[config.mk]
export PLATFORM = sky130hd
export DESIGN_NAME = dq_ctrl
export DESIGN_NICKNAME = d
export VERILOG_FILES = /design/src/rtl/dq_pkg.sv /design/src/rtl/dq_ctrl.sv
export SDC_FILE = /design/constraint.sdc
export NUM_CORES = 1
export LEC_CHECK = 0
export ABC_AREA = 1
export BUFFER_PORTS_ARGS = -buffer_cell sky130_fd_sc_hd__buf_2
export CAP_MARGIN = 25
export CELL_PAD_IN_SITES_DETAIL_PLACEMENT = 1
export CELL_PAD_IN_SITES_GLOBAL_PLACEMENT = 1
export CORE_MARGIN = 10
export CORE_UTILIZATION = 37
export CTS_CLUSTER_DIAMETER = 40
export CTS_CLUSTER_SIZE = 8
export DETAILED_ROUTE_END_ITERATION = 10
export PLACE_DENSITY_LB_ADDON = 0.1
export RECOVER_POWER = 50
export SETUP_SLACK_MARGIN = 0.3
export SLEW_MARGIN = 10
export SYNTH_ARGS = -nofsm -noshare
export SYNTH_HDL_FRONTEND = slang
export SYNTH_SLANG_ARGS = --single-unit
[constraint.sdc]
create_clock -name clock -period 7.8 [get_ports clock]
set_input_delay 1.17 -clock clock [delete_from_list [all_inputs] [get_ports clock]]
set_output_delay 1.17 -clock clock [all_outputs]
set_load 0.1 [all_outputs]
[src/rtl/dq_pkg.sv]
`timescale 1ns / 1ps

package dq_pkg;

   // word and op widths fixed by the stream format
   localparam int WORD_W        = 32;
   localparam int OP_W          = 3;
   localparam int DEPTH_DEFAULT = 1024;

   // operation codes; the unused codes act as a status query
   typedef enum logic [OP_W-1:0] {
      OP_PUSH_FRONT = 3'd0,
      OP_PUSH_BACK  = 3'd1,
      OP_POP_FRONT  = 3'd2,
      OP_POP_BACK   = 3'd3,
      OP_STATUS     = 3'd4
   } op_type;

   // per-word outcome flags
   typedef struct packed {
      logic push_dropped;
      logic pop_missed;
   } rsp_flag_type;

endpackage

[src/rtl/dq_ctrl.sv]
`timescale 1ns / 1ps

module dq_ctrl #(
   parameter int DEPTH = dq_pkg::DEPTH_DEFAULT,
   parameter int IDX_W = $clog2(DEPTH),
   parameter int CNT_W = $clog2(DEPTH + 1)
) (
   input  logic                              clock,
   input  logic                              reset,
   input  logic                              accept,
   input  dq_pkg::op_type                    op,
   input  logic signed [dq_pkg::WORD_W-1:0]  front_word,
   input  logic signed [dq_pkg::WORD_W-1:0]  back_word,
   output logic                              wr_en,
   output logic [IDX_W-1:0]                  wr_addr,
   output logic [IDX_W-1:0]                  front_addr,
   output logic [IDX_W-1:0]                  back_addr,
   output logic signed [dq_pkg::WORD_W-1:0]  popped,
   output dq_pkg::rsp_flag_type              flags,
   output logic [CNT_W-1:0]                  count
);
   import dq_pkg::*;

   localparam logic [IDX_W-1:0] LAST_IDX = IDX_W'(DEPTH - 1);
   localparam logic [CNT_W-1:0] FULL_CNT = CNT_W'(DEPTH);

   logic [IDX_W-1:0] head_ff, head_in;
   logic [IDX_W-1:0] tail_ff, tail_in;
   logic [CNT_W-1:0] count_ff, count_in;
   logic             is_full;
   logic             is_empty;
   logic             push_ok;

   function automatic logic [IDX_W-1:0] idx_prev(input logic [IDX_W-1:0] i);
      return (i == '0) ? LAST_IDX : i - IDX_W'(1);
   endfunction

   function automatic logic [IDX_W-1:0] idx_next(input logic [IDX_W-1:0] i);
      return (i == LAST_IDX) ? '0 : i + IDX_W'(1);
   endfunction

   assign is_full  = (count_ff == FULL_CNT);
   assign is_empty = (count_ff == '0);

   // index and count update for one operation
   always_comb begin
      head_in  = head_ff;
      tail_in  = tail_ff;
      count_in = count_ff;
      wr_en    = 1'b0;
      wr_addr  = tail_ff;
      push_ok  = 1'b0;
      popped   = '0;
      flags    = '0;
      case (op)
         OP_PUSH_FRONT: begin
            if (is_full) begin
               flags.push_dropped = 1'b1;
            end else begin
               push_ok  = 1'b1;
               head_in  = idx_prev(head_ff);
               wr_addr  = idx_prev(head_ff);
               count_in = count_ff + CNT_W'(1);
            end
         end
         OP_PUSH_BACK: begin
            if (is_full) begin
               flags.push_dropped = 1'b1;
            end else begin
               push_ok  = 1'b1;
               wr_addr  = tail_ff;
               tail_in  = idx_next(tail_ff);
               count_in = count_ff + CNT_W'(1);
            end
         end
         OP_POP_FRONT: begin
            if (is_empty) begin
               flags.pop_missed = 1'b1;
            end else begin
               popped   = front_word;
               head_in  = idx_next(head_ff);
               count_in = count_ff - CNT_W'(1);
            end
         end
         OP_POP_BACK: begin
            if (is_empty) begin
               flags.pop_missed = 1'b1;
            end else begin
               popped   = back_word;
               tail_in  = idx_prev(tail_ff);
               count_in = count_ff - CNT_W'(1);
            end
         end
         default: begin
         end
      endcase
      wr_en = accept && push_ok;
   end

   // reads fetch the end words for the state after this operation
   assign front_addr = head_in;
   assign back_addr  = idx_prev(tail_in);

   always_ff @(posedge clock) begin
      if (reset) begin
         head_ff  <= '0;
         tail_ff  <= '0;
         count_ff <= '0;
      end else if (accept) begin
         head_ff  <= head_in;
         tail_ff  <= tail_in;
         count_ff <= count_in;
      end
   end

   assign count = count_ff;

endmodule

==> flow_metrics.py <==
metrics = {
    "outcome": {
        "status": "finished with violations",
        "failed_checks": "capacitance limit, slew limit",
    },
    "synth": {
        "ys_warn_count": 0,
        "synth_area_leaders": "dfxtp_1, nand2_1, nand3_1",
        "ys_types": 42,
        "synth_flop_cell": "dfxtp_1",
        "syn_inst": 730,
        "yosys.area.top_type": "dfxtp_1",
        "syn_nets": 817,
        "syn-mean-instance-area_sq_um": 5.78,
        "yosysSeqAreaShare": 0.147,
        "synth_common_cells": "nand2_1, inv_1, nand3_1",
        "netlist.area_leader.share": 0.147,
        "async_reset_ff_frac": 0,
        "post-synth-top-count-cell": "nand2_1",
        "synth-edff-count": 0,
        "syn-cell-area_sq_um": 4220,
        "synth_seq_cells": 31,
    },
    "layout": {
        "drive_above_1_share": 0.194,
        "fin_nets": 936,
        "n_antenna_cell": 0,
        "area_growth_pct": 20.7,
        "utilization": 0.464,
        "design_area_sq_um": 5100,
    },
    "routing": {
        "vias": 5625,
        "first_iter_violations": 309,
        "firstDrtPassIters": 5,
        "via_per_inst": 5.68,
        "avgRoutedWirePerCell_um": 19.2,
        "drc_errors": 0,
        "ant_nets": 0,
        "wirelength_um": 19000,
    },
    "global_routing": {
        "antenna_found_initial": 0,
        "first_global_vias": 5608,
        "grt_max_degree": 56,
        "grt_pass1_wl_um": 29900,
        "grt_usage": 0.221,
        "overflow": 0,
    },
    "clock_network": {
        "cts-resized-gates": 0,
        "cts_root_buffer": "clkbuf_16",
        "cts_buffer_depth": 2,
        "cts_hold_buf": 0,
        "clock_latency_ns": 0.29,
        "numCtsBuffers": 5,
        "cts_tree": "yes",
        "cts.reportedPaths.clkPinSlew_ns": 0.06,
        "htreeDepth": 2,
        "cts.sinks": 31,
        "cts_setup_buffers": 0,
    },
    "power_and_ir_drop": {
        "power.static_leakage_nw": 2.76,
        "power.density_nw_per_um2": 211,
        "ir_worst_vdd_mv": 0.160,
        "total_power_mw": 1.07,
    },
    "timing": {
        "relSlewSlack": -0.308,
        "setup_tns_ns": 0,
        "finalHoldWorstSlack_ns": 0.539,
        "rsz0062_at_grt": "no",
        "min_period_ns": 6.24,
        "maxSlewViolCount": 56,
        "setup_viol": 0,
        "fmax_mhz": 160,
        "finalClockSkew_ns": 0.00412,
        "tightest_slew_ns": 1.96,
        "hold_viol": 0,
        "period_share": 0.799,
    },
    "place": {
        "placed_area_sq_um": 4980,
        "dp_hpwl_um": 14800,
        "port_buffers": 145,
        "gp_congestion": 0.911,
    },
    "critical_path": {
        "reg2reg_depth": 11,
        "cp-end-kind": "output port",
        "cp_max_fo": 55,
        "cp_data_required_time_ns": 6.63,
        "path_class": "flop to output port",
        "crit_arrival_ns": 5.07,
        "startpoint_type": "flop",
    },
    "floorplanning": {
        "io_pins": 146,
        "core-area_sq_um": 11000,
        "die_w_um": 127,
        "die-area_sq_um": 16100,
        "start_util": 0.384,
        "rows": 38,
        "chipHeight_um": 127,
    },
    "hold_path": {
        "min_path_cells": 2,
        "hold_path_class": "flop to flop",
    },
    "job": {
        "max-cap-violations": 1,
    },
}
per-layer routing:
layer	GRT usage	share of wire	vias up
met5	0	0	-
met4	0.0569	0.019	0
met3	0.0350	0.046	32
met2	0.404	0.52	186
met1	0.260	0.42	2732
li1	-	-	2675
logic make-up after synthesis:
logic type	Yosys count	synth area share
flops	31	0.147
buf+inv	147	0.143
xor+xnor	14	0.0290
compound gates	144	0.209
simple gates	377	0.420
fa+ha+maj	17	0.0521
cell usage in the layout (no fill, tap or decap), types with 6 or more instances in the layout:
master / netlist / routed
clkbuf_1: 12 / 24
nor2_1: 77 / 79
nand2_1: 156 / 157
buf_2: 17 / 122
xor2_1: 10 / 10
a21oi_1: 37 / 37
a32oi_1: 32 / 32
inv_2: 6 / 6
ha_1: 16 / 16
o211ai_1: 7 / 7
o21ai_0: 54 / 56
dfxtp_1: 31 / 31
inv_1: 100 / 100
nand3_1: 90 / 92
nand4_1: 18 / 18
layout make-up:
| type | count | area [sq um] |
|---|---|---|
| clock buffer | 7 | 153 |
| multi-input combinational | 552 | 2960 |
| inverter | 109 | 414 |
| clock inverter | 1 | 7.51 |
| tap | 140 | 175 |
| timing repair buffer | 150 | 766 |
| sequential | 31 | 621 |
| fill | 1629 | 5880 |
critical path, cell delays in order, from the launching register on:
cell and delay (ns):
dfxtp_1 0.41, nor2_1 0.14, nand2_1 0.09, nor2_4 0.29, nand2_1 1.18, inv_2 0.70, nand2_1 0.10, nand3_1 0.11
nand2_1 0.08, nor2_1 0.34, ha_1 0.24, nand4_1 0.18, nor2_1 0.25, nand3_1 0.12, nand3_1 0.10, buf_2 0.43
where the power goes:
| part | internal (mW) | total, mW | leakage, nW | switching (mW) |
|---|---|---|---|---|
| Combinational | 0.126 | 0.662 | 2.43 | 0.537 |
| Sequential | 0.171 | 0.194 | 0.256 | 0.0238 |
| Clock | 0.136 | 0.218 | 0.0761 | 0.0819 |
| Total | 0.432 | 1.07 | 2.76 | 0.642 |
state kept, by name, summed over array words and instances (netlist names):
signal and flops:
count 11, head_ff 10, tail_ff 10
worst paths after layout:
check	from	to	slack (ns)
worst min register to register	count[4]	count[4]	0.54
worst min-delay path	count[4]	count[4]	0.54
worst max register to register	count[0]	count[10]	3.84
worst max-delay path	count[0]	back_addr[8]	1.56
per-stage QoR:
stage / instances / worst slack (ns)
global route: 990 / 1.16
floorplan: 730 / 2.68
CTS: 989 / 2.66
detailed placement: 981 / 2.68
global placement: 979 / 2.44
finish: 990 / 1.56
No activity file was read; power rests on OpenSTA's default activity.
